<file path="src/sv/sensor_frame_crc_decoder_top_assert.svh">
// Assertion macros for the sensor frame CRC decoder RTL.
`ifndef SENSOR_FRAME_CRC_DECODER_TOP_ASSERT_SVH
`define SENSOR_FRAME_CRC_DECODER_TOP_ASSERT_SVH

// Same-cycle implication, checked out of reset.
`define SFCD_ASSERT_IMPL(label, clk, rstn, ante, cons, msg) \
    label: assert property (@(posedge clk) disable iff (!(rstn)) (ante) |-> (cons)) \
        else $error(msg);

// Next-cycle implication, checked out of reset.
`define SFCD_ASSERT_NEXT(label, clk, rstn, ante, cons, msg) \
    label: assert property (@(posedge clk) disable iff (!(rstn)) (ante) |=> (cons)) \
        else $error(msg);

`endif

</file>
<file path="src/sv/sfcd_pkg.sv">
// Types, constants and the CRC byte update for the sensor frame CRC decoder.
package sfcd_pkg;

    localparam logic [15:0] CRC_START     = 16'hFFFF;
    localparam logic [15:0] CRC_POLY      = 16'hA001;
    localparam logic [7:0]  TEMP_MAG_MASK = 8'h7F;
    localparam logic [7:0]  TEMP_SIGN_BIT = 8'h80;

    // Frame positions: bytes 0..5 are payload, then CRC low and CRC high.
    localparam logic [2:0]  IDX_FIRST   = 3'd0;
    localparam logic [2:0]  IDX_CRC_LO  = 3'd6;
    localparam logic [2:0]  IDX_CRC_HI  = 3'd7;

    typedef struct packed {
        logic       valid;
        logic       first;
        logic [7:0] frame_byte;
    } sfcd_step_t;

    typedef struct packed {
        logic               crc_good;
        logic signed [15:0] temperature_tenths;
        logic        [15:0] humidity_tenths;
        logic        [15:0] crc_computed;
    } sfcd_result_t;

    // Reflected CRC-16, one byte, LSB first.
    function automatic logic [15:0] crc_byte_update(input logic [15:0] crc_in,
                                                    input logic [7:0]  data);
        logic [15:0] c;
        c = crc_in ^ {8'h00, data};
        for (int i = 0; i < 8; i++) begin
            c = c[0] ? ((c >> 1) ^ CRC_POLY) : (c >> 1);
        end
        return c;
    endfunction

endpackage

</file>
<file path="src/sv/sfcd_frame_core.sv">
// Frame state, CRC accumulation and reading decode for one byte per cycle while step.valid is set.
module sfcd_frame_core
    import sfcd_pkg::*;
(
    input  logic         aclk,
    input  logic         aresetn,
    input  sfcd_step_t   step,
    output logic         res_valid,
    output sfcd_result_t res
);

    logic [15:0]        crc_reg, crc_next;
    logic [2:0]         index_reg, index_next;
    logic [31:0]        hold_reg, hold_next;
    logic [7:0]         crc_lo_reg, crc_lo_next;
    logic signed [15:0] temp_reg, temp_next;
    logic [15:0]        hum_reg, hum_next;

    logic [2:0]   idx;
    logic [15:0]  crc_base;
    logic [15:0]  received;
    logic         good;
    logic [7:0]   t_hi_mag;
    logic [15:0]  mag;
    logic         t_neg;

    assign idx      = step.first ? IDX_FIRST : index_reg;
    assign crc_base = (idx == IDX_FIRST) ? CRC_START : crc_reg;
    assign received = {step.frame_byte, crc_lo_reg};
    assign good     = (received == crc_reg);
    assign t_hi_mag = hold_reg[15:8] & TEMP_MAG_MASK;
    assign t_neg    = |(hold_reg[15:8] & TEMP_SIGN_BIT);
    assign mag      = {t_hi_mag, hold_reg[7:0]};

    always_comb begin
        crc_next    = crc_reg;
        index_next  = index_reg;
        hold_next   = hold_reg;
        crc_lo_next = crc_lo_reg;
        temp_next   = temp_reg;
        hum_next    = hum_reg;
        res_valid   = 1'b0;
        if (step.valid) begin
            if (idx < IDX_CRC_LO) begin
                crc_next   = crc_byte_update(crc_base, step.frame_byte);
                hold_next  = {hold_reg[23:0], step.frame_byte};
                index_next = idx + 3'd1;
            end else if (idx == IDX_CRC_LO) begin
                crc_lo_next = step.frame_byte;
                index_next  = idx + 3'd1;
            end else begin
                res_valid  = 1'b1;
                index_next = IDX_FIRST;
                if (good) begin
                    hum_next  = hold_reg[31:16];
                    // sign-magnitude to two's complement; negative zero folds to 0
                    temp_next = t_neg ? $signed(16'h0000 - mag) : $signed(mag);
                end
            end
        end
    end

    assign res.crc_good           = good;
    assign res.temperature_tenths = temp_next;
    assign res.humidity_tenths    = hum_next;
    assign res.crc_computed       = crc_reg;

    always_ff @(posedge aclk) begin
        if (!aresetn) begin
            crc_reg    <= CRC_START;
            index_reg  <= IDX_FIRST;
            hold_reg   <= '0;
            crc_lo_reg <= '0;
            temp_reg   <= '0;
            hum_reg    <= '0;
        end else begin
            crc_reg    <= crc_next;
            index_reg  <= index_next;
            hold_reg   <= hold_next;
            crc_lo_reg <= crc_lo_next;
            temp_reg   <= temp_next;
            hum_reg    <= hum_next;
        end
    end

`include "sensor_frame_crc_decoder_top_assert.svh"

    `SFCD_ASSERT_NEXT(a_first_advances, aclk, aresetn, step.valid && step.first, index_reg == 3'd1, "frame start did not move the byte count to one")
    `SFCD_ASSERT_NEXT(a_result_wraps, aclk, aresetn, res_valid, index_reg == IDX_FIRST, "byte count did not wrap after a result")
    `SFCD_ASSERT_NEXT(a_idle_holds, aclk, aresetn, !step.valid, $stable(crc_reg) && $stable(index_reg) && $stable(temp_reg), "frame state moved without a byte")
    `SFCD_ASSERT_IMPL(a_result_on_crc_hi, aclk, aresetn, res_valid, step.valid && !step.first && index_reg == IDX_CRC_HI, "result emitted off the CRC high byte")

endmodule

</file>
<file path="src/sv/sensor_frame_crc_decoder_top.sv">
// Top level of the sensor frame CRC decoder: input stage, frame core, result register.
//
//   channel | dir | tdata (low bit up)                              | tuser
//   s_      | in  | frame_byte[7:0]                                 | frame_first
//   m_      | out | temperature_tenths, humidity_tenths, crc_computed | crc_good
//
// One byte per cycle sustained while m_ is not stalled; a result passes from the eighth
// byte's transaction through the input register, then the result register.
// The CRC of one byte is an unrolled eight-step update between the registers.
// Reset (aresetn low, synchronous) empties both stages and restarts the frame count.
// A stall on m_ holds the result register; the input stage then fills and
// s_tready drops until the result is taken.
module sensor_frame_crc_decoder_top
    import sfcd_pkg::*;
(
    input  logic        aclk,
    input  logic        aresetn,
    input  logic        s_tvalid,
    output logic        s_tready,
    input  logic [7:0]  s_tdata,   // frame_byte[7:0]
    input  logic        s_tuser,   // frame_first
    output logic        m_tvalid,
    input  logic        m_tready,
    output logic [47:0] m_tdata,   // temperature_tenths[15:0], humidity_tenths[31:16],
                                   // crc_computed[47:32]
    output logic        m_tuser    // crc_good
);

    logic         in_valid_reg;
    logic         in_first_reg;
    logic [7:0]   in_byte_reg;
    logic         out_valid_reg;
    sfcd_result_t out_reg;

    logic         advance;
    sfcd_step_t   step;
    logic         res_valid;
    sfcd_result_t res;

    assign advance  = in_valid_reg && (!out_valid_reg || m_tready);
    assign s_tready = !in_valid_reg || advance;

    assign step.valid      = advance;
    assign step.first      = in_first_reg;
    assign step.frame_byte = in_byte_reg;

    sfcd_frame_core u_core (
        .aclk      (aclk),
        .aresetn   (aresetn),
        .step      (step),
        .res_valid (res_valid),
        .res       (res)
    );

    always_ff @(posedge aclk) begin
        if (!aresetn) begin
            in_valid_reg <= 1'b0;
        end else if (s_tready) begin
            in_valid_reg <= s_tvalid;
        end
    end

    always_ff @(posedge aclk) begin
        if (s_tvalid && s_tready) begin
            in_byte_reg  <= s_tdata;
            in_first_reg <= s_tuser;
        end
    end

    always_ff @(posedge aclk) begin
        if (!aresetn) begin
            out_valid_reg <= 1'b0;
        end else if (res_valid) begin
            out_valid_reg <= 1'b1;
        end else if (m_tready) begin
            out_valid_reg <= 1'b0;
        end
    end

    always_ff @(posedge aclk) begin
        if (res_valid) begin
            out_reg <= res;
        end
    end

    assign m_tvalid = out_valid_reg;
    assign m_tuser  = out_reg.crc_good;
    assign m_tdata  = {out_reg.crc_computed, out_reg.humidity_tenths,
                       out_reg.temperature_tenths};

endmodule
</file>
<file path="config.mk">
export PLATFORM = sky130hd
export DESIGN_NAME = sensor_frame_crc_decoder_top
export DESIGN_NICKNAME = d
export VERILOG_FILES = /design/src/sv/sfcd_pkg.sv /design/src/sv/sfcd_frame_core.sv /design/src/sv/sensor_frame_crc_decoder_top.sv
export VERILOG_INCLUDE_DIRS = /design/src /design/src/sv
export SDC_FILE = /design/constraint.sdc
export NUM_CORES = 1
export LEC_CHECK = 0
export BUFFER_PORTS_ARGS = -buffer_cell sky130_fd_sc_hd__buf_2
export CORE_UTILIZATION = 40
export DETAILED_ROUTE_END_ITERATION = 16
export GPL_TIMING_DRIVEN = 1
export SYNTH_ARGS = -nofsm -noshare
export SYNTH_HDL_FRONTEND = slang
export SYNTH_SLANG_ARGS = --single-unit
</file>
<file path="constraint.sdc">
create_clock -name aclk -period 3.8 [get_ports aclk]
set_input_delay 0.19 -clock aclk [delete_from_list [all_inputs] [get_ports aclk]]
set_output_delay 0.19 -clock aclk [all_outputs]
set_load 0.01 [all_outputs]
</file>
* Yosys cells after proc, flatten, opt, wreduce, memory -nomap -nowiden *
Cells that the tools add are included.

word-level totals
  register bits = 151
  bits in latches = 0
  RAM bits = 0
  bits in read-only memories = 0
  input bits = 13
  output and inout bits = 51
  logic and storage cells = 65
  memories = 0

cells by class
  add/subtract/negate cells = 2
  multiply operators = 0
  divide/modulo/power cells = 0
  magnitude comparators = 1
  eq/ne operators = 2
  shift-type cells = 0
  mux-type cells = 26
  bitwise gates (word level) = 10
  reductions and logical operators = 10

operator list
  kind                                                count
  2-to-1 mux 16 bit                                   18
  inverter 2 -> 3 bit                                 8
  equality test 16 bit                                1
  subtractor 1 x 15 -> 16 bit (first input constant)  1
  XOR 16 x 8 -> 16 bit                                1
  2-to-1 mux 3 bit                                    3
  2-to-1 mux 1 bit                                    5
  adder 3 x 1 -> 3 bit (second input constant)        1
  equality test 3 bit (second input constant)         1
  zero test 3 bit                                     1
  < comparator 3 bit (second input constant)          1
  AND reduction 3 bit                                 1
  logical AND 1 bit                                   2
  zero test 1 bit                                     2
  logical OR 1 bit                                    2
  AND reduction 2 bit                                 1
  nonzero test 2 bit                                  1
  inverter 1 bit                                      1

* Logic depth before layout (Yosys ltp) *
Gate-level depths: netlist of run 1.

  depth in word-level cells = 20
  gate-level depth with buffers = 9
  depth with buffers taken out = 8

* Modules after synthesis *
A second synthesis of run 1 with hierarchy kept.

second synthesis, totals
  cells, all modules = 622
  area, all modules = 6,276.0 sq um

by module, submodules not included
  module                        instances  cells each  area each (sq um)  sequential area each (sq um)
  sfcd_frame_core               1          555         4,430.5            1,821.7
  sensor_frame_crc_decoder_top  1          67          1,845.5            1,781.7

* Worst setup path after synthesis of run 1 *
No wires, ideal clock.

  kind = reg2reg
  from = register in_first_reg
  to = register out_reg, in the netlist m_tdata[0] (data pin)
  library setup time = 0.262 ns
  arrival = 2.964 ns
  data required time = 3.538 ns
  path slack = 0.575 ns
  stages on the path, launching flop included = 7
  path buffers = 1
  clock period less this slack = 3.225 ns
  path through = edfxtp_1 nand2b_1 ha_1 nor3_4 nand2_2 buf_6 mux2_4

RTL lines
  what                      RTL line                            RTL
  start: declaration        sensor_frame_crc_decoder_top.sv:30  logic in_first_reg;
  start signal: assignment  sensor_frame_crc_decoder_top.sv:66  in_first_reg <= s_tuser;
  end signal: assignment    sensor_frame_crc_decoder_top.sv:82  out_reg <= res;
  end: declaration          sensor_frame_crc_decoder_top.sv:33  sfcd_result_t out_reg;

==> flow_summary_export.csv, run 1 <==
group,metric,value,unit
placed_design,dp_hpwl,7680,microns
cts,clockBufferDepth,2,
final_layout,post-route-util,48.5,%
sta,tns,0,ns
synthesis,synthCells,545,
grt,first_global_vias,3905,
sta,setup_viol,0,
synthesis,yosysSeqAreaShare,57.6,%
final_layout,largest_register_ffs,48,
die,coreArea,0.0153,sq mm
critical_path,cp_max_fo,30,
sta,hold_viol,0,
die,dieArea,0.0161,sq mm
critical_path,path_cells,"xnor2_1 -> nand4_1 -> nor4_4 -> nand2_2 -> mux2_4 -> and2_1",
cts,cts_max_level,4,
sta,clock_skew,0.00700,ns
sta,final-max-slew-violation-count,0,
critical_path,cp-startpoint,"in_byte_reg[6]",
routing,drc,0,
final_layout,final-seq-area,0.00360,sq mm
power,finalPower,3.63,mW
routing,final_antenna_net_count,0,
placed_design,place.gp.congestion,0.786,
cts,clk_latency,0.42,ns
sta,fin_crit,2.84,ns
synthesis,synth.ff_latch_count,151,
synthesis,yosys-top-cells-area,"dfxtp_1 30%, edfxtp_1 28%, mux2_4 6.7%",
grt,antenna_found_initial,0,
power,power_leakage,2.80,nW
die,start_util,41.0,%
grt,grt_pass1_wl,20000,microns
power,ir_drop,0.294,mV
sta,worstMarginPinSlew,1.17,ns
synthesis,syn_area,0.00626,sq mm
sta,timing.fmax,352,MHz
outcome,outcome,"finished clean",
routing,via_count,3947,
critical_path,crit_slowest_cell,"nand2_2",
placed_design,numPlacedInstances,787,
grt,gr-usage-all-layers,16.2,%
cts,cts_num_sinks,151,
sta,relSlewSlack,21.8,%
critical_path,end_kind,"register",
final_layout,n_antenna_cell,0,
routing,wl_per_cell,14.5,microns
final_layout,fill_cells,1382,
synthesis,syn_nets,562,
final_layout,drive_above_1_share,21.8,%
cts,cts_tree,"built",
die,die_h,127,microns
cts,ctsRootBufferMaster,"clkbuf_16",
synthesis,ys_warn_count,0,
sta,hold_ws,0.0858,ns
synthesis,syn_area_per_cell,11.5,sq um
critical_path,start_kind,"register",
cts,cts-resized-gates,0,
critical_path,crit_type,"register to register",
synthesis,synth_top_area_share,29.8,%
sta,min_period_over_period,74.7,%
grt,grt_max_degree,60,
die,num_rows,45,
hold_path,min_path_type,"input port to register",
cts,path_clk_slew,0.06,ns
final_layout,final_cells,829,
cts,cts_buffers,17,
critical_path,cp.arrival,3.15,ns
routing,firstDrtPassIters,5,
routing,drtIter0Drc,201,
hold_path,hold_path_depth,4,
critical_path,cp.required,4.12,ns
synthesis,yosysUniqueCellTypes,43,
routing,postRouteWirelength,12000,microns
sta,rsz0062_at_grt,"no",
die,die-width,127,microns
critical_path,r2r_cells,6,
final_layout,syn_to_final_growth,18.3,%
final_layout,multi_input_area,0.00249,sq mm
synthesis,synth_top_cell_by_area,"dfxtp_1",
job,maxCapViolCount,0,
routing,vias_per_cell,4.76,
critical_path,r2r-start,"in_byte_reg[6]",
die,num_io_pins,64,
placed_design,port_buffers,63,
hold_path,min_from,"m_tready",
grt,global_route.overflow_total,0,
critical_path,cp_slowest_stage_delay,0.65,ns
final_layout,layout.nets,622,
power,powerDensity,491,mW/mm^2
-- metrics by stage --
stage,setup WS (ns),cell area [sq um]
after CTS,0.915,7400
after detailed placement,0.920,6710
final,0.961,7400
after floorplan,0.575,6260
after global placement,0.995,6710
after global routing,0.726,7400
-- synthesized netlist by cell type (all sizes together) --
cell / count
mux2: 30
mux2i: 11
nor2: 28
or3: 6
and2: 34
o21a: 1
buf: 7
edfxtp: 58
nand2b: 5
xnor2: 46
xnor3: 4
or2: 1
a31oi: 1
nor3: 8
a41oi: 1
nand4b: 1
o21ai: 16
nor4: 1
o31ai: 2
inv: 6
nor2b: 2
ha: 4
or4: 1
nand2: 81
xor3: 2
xor2: 7
a211oi: 1
nand4: 4
dfxtp: 93
clkbuf: 27
a21oi: 47
o211ai: 8
nand3b: 1
-- worst max-delay path, delay by kind of cell (launching register included) --
family	cells	cell delay (ns)
xor gates and xnor gates	1	0.22
DFF	1	0.53
and+or+nand+nor	4	1.41
muxes	1	0.53
-- what timing repair did --
action | CTS | global route
hold endpoints to repair | 10 | 0
hold buffers | 10 | 0
setup buffers | 0 | 0
-- placed cells by master (no fill, tap or decap), types with 7 or more instances in the layout --
master and n:
o211ai_1 8, nand2_1 80, buf_2 63, mux2i_1 11
xnor2_1 46, edfxtp_1 58, dfxtp_1 93, a21oi_1 45
and2_1 34, dlygate4sd3_1 10, clkbuf_16 17, nor2_1 28
o21ai_0 14, nor3_1 7, mux2_4 28
-- cell type report --
type                            instances  share of cell area (%)
Sequential cell                       151                    48.7
Clock buffer                           19                    5.85
Timing Repair Buffer                   75                    5.82
Clock inverter                         13                    2.11
Inverter                                6                   0.304
Tap cell                              211                    3.57
Multi-Input combinational cell        354                    33.6
-- routing by layer --
metal / track usage [%] / vias up / wire length, microns
met5: 0 / - / 0
met2: 27.0 / 80 / 5880
li1: - / 1970 / -
met1: 19.7 / 1883 / 5490
met3: 4.61 / 14 / 524
met4: 6.51 / 0 / 161
-- kinds of logic (layout without fill, tap and decap cells) --
logic type / count (synthesis) / count (layout) / share of synthesized area (%)
buffers and inverters: 40 / 113 / 2.84
AO/OA/AOI/OAI: 77 / 77 / 6.78
adder cells (fa/ha/maj): 4 / 4 / 0.800
flip-flops: 151 / 151 / 57.6
XOR/XNOR: 59 / 59 / 9.76
multiplexers: 41 / 41 / 8.84
AND/OR/NAND/NOR: 173 / 173 / 13.4
-- final timing paths --
path                            slack, ns             endpoint
worst max register to register       0.96    u_core.hum_reg[3]
worst min register to register       0.46  u_core.hold_reg[25]
worst min-delay path                 0.09             m_tvalid
worst max-delay path                 0.96    u_core.hum_reg[3]
-- where the power goes --
group / total [mW] / internal, mW / switching, mW
Clock: 1.67 / 1.03 / 0.646
Sequential: 1.74 / 1.70 / 0.0424
Combinational: 0.217 / 0.115 / 0.102
Total: 3.63 / 2.84 / 0.790
(Power assumes the default switching activity.)
==> run 2: changes to the inputs <==
Clock period 3.8 ns to 2.5 ns, I/O delays scaled along.
==> run 2 against run 1 <==
  * Clock power up 54%
  * Cell count up 1.4%
  * Clock-buffer cell count unchanged
  * Worst setup slack worse by 0.83 ns
  * Non-clock buffer count up 12
  * Sequential cell count unchanged
  * Routed wire length up 0.47%
  * Sequential share of layout area down 1.2 points
  * Maximum frequency up 20%
  * Die area unchanged
  * Clock skew up 0.0013 ns
  * Hold slack worse by 0.050 ns
  * Critical endpoint is now u_core.crc_reg[14]
==> flow_summary_export.csv, run 2 (synthesized netlist as in run 1, its figures left out) <==
group,metric,value,unit
outcome,outcome,"finished clean",
critical_path,start_kind,"register",
sta,final-max-slew-violation-count,0,
final_layout,n_antenna_cell,0,
cts,path_clk_slew,0.06,ns
placed_design,dp_hpwl,7990,microns
power,power_leakage,2.90,nW
critical_path,cp.arrival,2.71,ns
power,ir_drop,0.432,mV
routing,drtIter0Drc,215,
sta,setup_viol,0,
cts,cts_buffers,17,
placed_design,port_buffers,63,
sta,worstMarginPinSlew,0.527,ns
sta,timing.fmax,422,MHz
final_layout,mostFrequentLayoutCells,"93 x dfxtp_1, 79 x nand2_1, 63 x buf_2, 58 x edfxtp_1, 45 x a21oi_1",
job,maxCapViolCount,0,
hold_path,min_from,"m_tready",
final_layout,fill_cells,1367,
critical_path,cp.required,2.84,ns
routing,wl_per_cell,14.4,microns
grt,grt_max_degree,55,
critical_path,cp_max_fo,5,
cts,cts_num_sinks,151,
die,die_h,127,microns
sta,hold_ws,0.0355,ns
die,die-width,127,microns
die,coreArea,0.0153,sq mm
final_layout,layout.nets,634,
power,powerDensity,734,mW/mm^2
sta,hold_viol,0,
routing,final_antenna_net_count,0,
routing,postRouteWirelength,12100,microns
routing,drc,0,
power,switchingPower,1.20,mW
final_layout,syn_to_final_growth,21.2,%
grt,antenna_found_initial,0,
grt,first_global_vias,4088,
final_layout,drive_above_1_share,24.4,%
final_layout,largest_register_ffs,48,
cts,cts_max_level,4,
die,dieArea,0.0161,sq mm
placed_design,place.gp.congestion,0.834,
sta,relSlewSlack,64.9,%
power,comb_power_share,6.3,%
cts,cts_tree,"built",
sta,tns,0,ns
critical_path,cp-startpoint,"in_first_reg",
power,p_int,4.36,mW
routing,via_count,3998,
final_layout,layout_commonest_cell,"dfxtp_1",
die,num_io_pins,64,
cts,ctsRootBufferMaster,"clkbuf_16",
sta,min_period_over_period,94.7,%
routing,vias_per_cell,4.75,
cts,clockBufferDepth,2,
sta,fin_crit,2.37,ns
grt,grt_pass1_wl,20400,microns
grt,global_route.overflow_total,0,
power,seqPwrFrac,47.6,%
grt,gr-usage-all-layers,16.4,%
critical_path,end_kind,"register",
critical_path,crit_type,"register to register",
die,start_util,41.0,%
routing,firstDrtPassIters,4,
hold_path,min_path_type,"input port to register",
critical_path,r2r-start,"in_first_reg",
die,num_rows,45,
power,p_sw_share,21.6,%
sta,clock_skew,0.00828,ns
cts,post-cts-setup-buffers,0,
power,clkPwrFrac,46.1,%
cts,clk_latency,0.42,ns
==> run 2: cell count changes in the layout (fill, tap and decap cells not counted), sizes merged <==
cell and delta:
buf +12
==> run 2: through the flow <==
| step | total power, mW | utilization [%] | setup slack [ns] | cells | cell area [sq um] |
|---|---|---|---|---|---|
| after floorplan | 2.96 | - | -0.645 | 545 | 6310 |
| after global placement | 3.03 | 45.0 | 0.241 | 799 | 6870 |
| after detailed placement | 3.04 | 45.0 | 0.143 | 799 | 6870 |
| after CTS | 5.62 | 49.6 | 0.123 | 841 | 7560 |
| after global routing | 5.78 | 49.7 | -0.0118 | 841 | 7580 |
| final | 5.57 | 49.7 | 0.133 | 841 | 7580 |
==> run 2: final timing paths <==
check	cells past startpoint	endpoint	slack, ns
worst max-delay path	7	u_core.crc_reg[14]	0.13
worst min-delay path	4	m_tvalid	0.04
worst max register to register	7	u_core.crc_reg[14]	0.13
worst min register to register	2	u_core.hold_reg[30]	0.46
==> run 2: routing by layer <==
metal	wire [microns]	vias to the layer above	track usage, %
li1	-	1997	-
met1	5500	1916	19.5
met2	6040	70	28.2
met3	383	15	4.48
met4	185	0	6.37
met5	0	-	0
==> run 2: worst max-delay path, cell delays in order (launching register included) <==
cell	delay (ns)
edfxtp_1	0.47
nand2b_4	0.21
ha_1	0.27
a21oi_2	0.18
xor2_2	0.17
xnor3_2	0.49
xnor3_1	0.34
o21ai_0	0.16
==> run 2: area by class of cell <==
class / count / area, sq um / area share (%)
clock buffers: 19 / 443 / 5.84
multi-input cells: 354 / 2530 / 33.4
flip-flops and latches: 151 / 3600 / 47.5
inverters: 6 / 22.5 / 0.297
clock inverters: 13 / 155 / 2.05
well taps: 211 / 264 / 3.48
repair buffers: 87 / 558 / 7.36
==> run 2: power groups by stage <==
stage               Combinational (mW)  Clock, mW  Sequential [mW]
finish                           0.351       2.57             2.65
global route                     0.384       2.74             2.65
CTS                              0.351       2.62             2.65
detailed placement               0.337          0             2.70
global placement                 0.331          0             2.70
floorplan                        0.284          0             2.67
==> run 2: timing repair <==
| item | in CTS | in global routing |
|---|---|---|
| hold endpoints to repair | 10 | 0 |
| endpoints found under the setup margin | 0 | 2 |
| resized for setup | 0 | 2 |
| hold buffers | 10 | 0 |
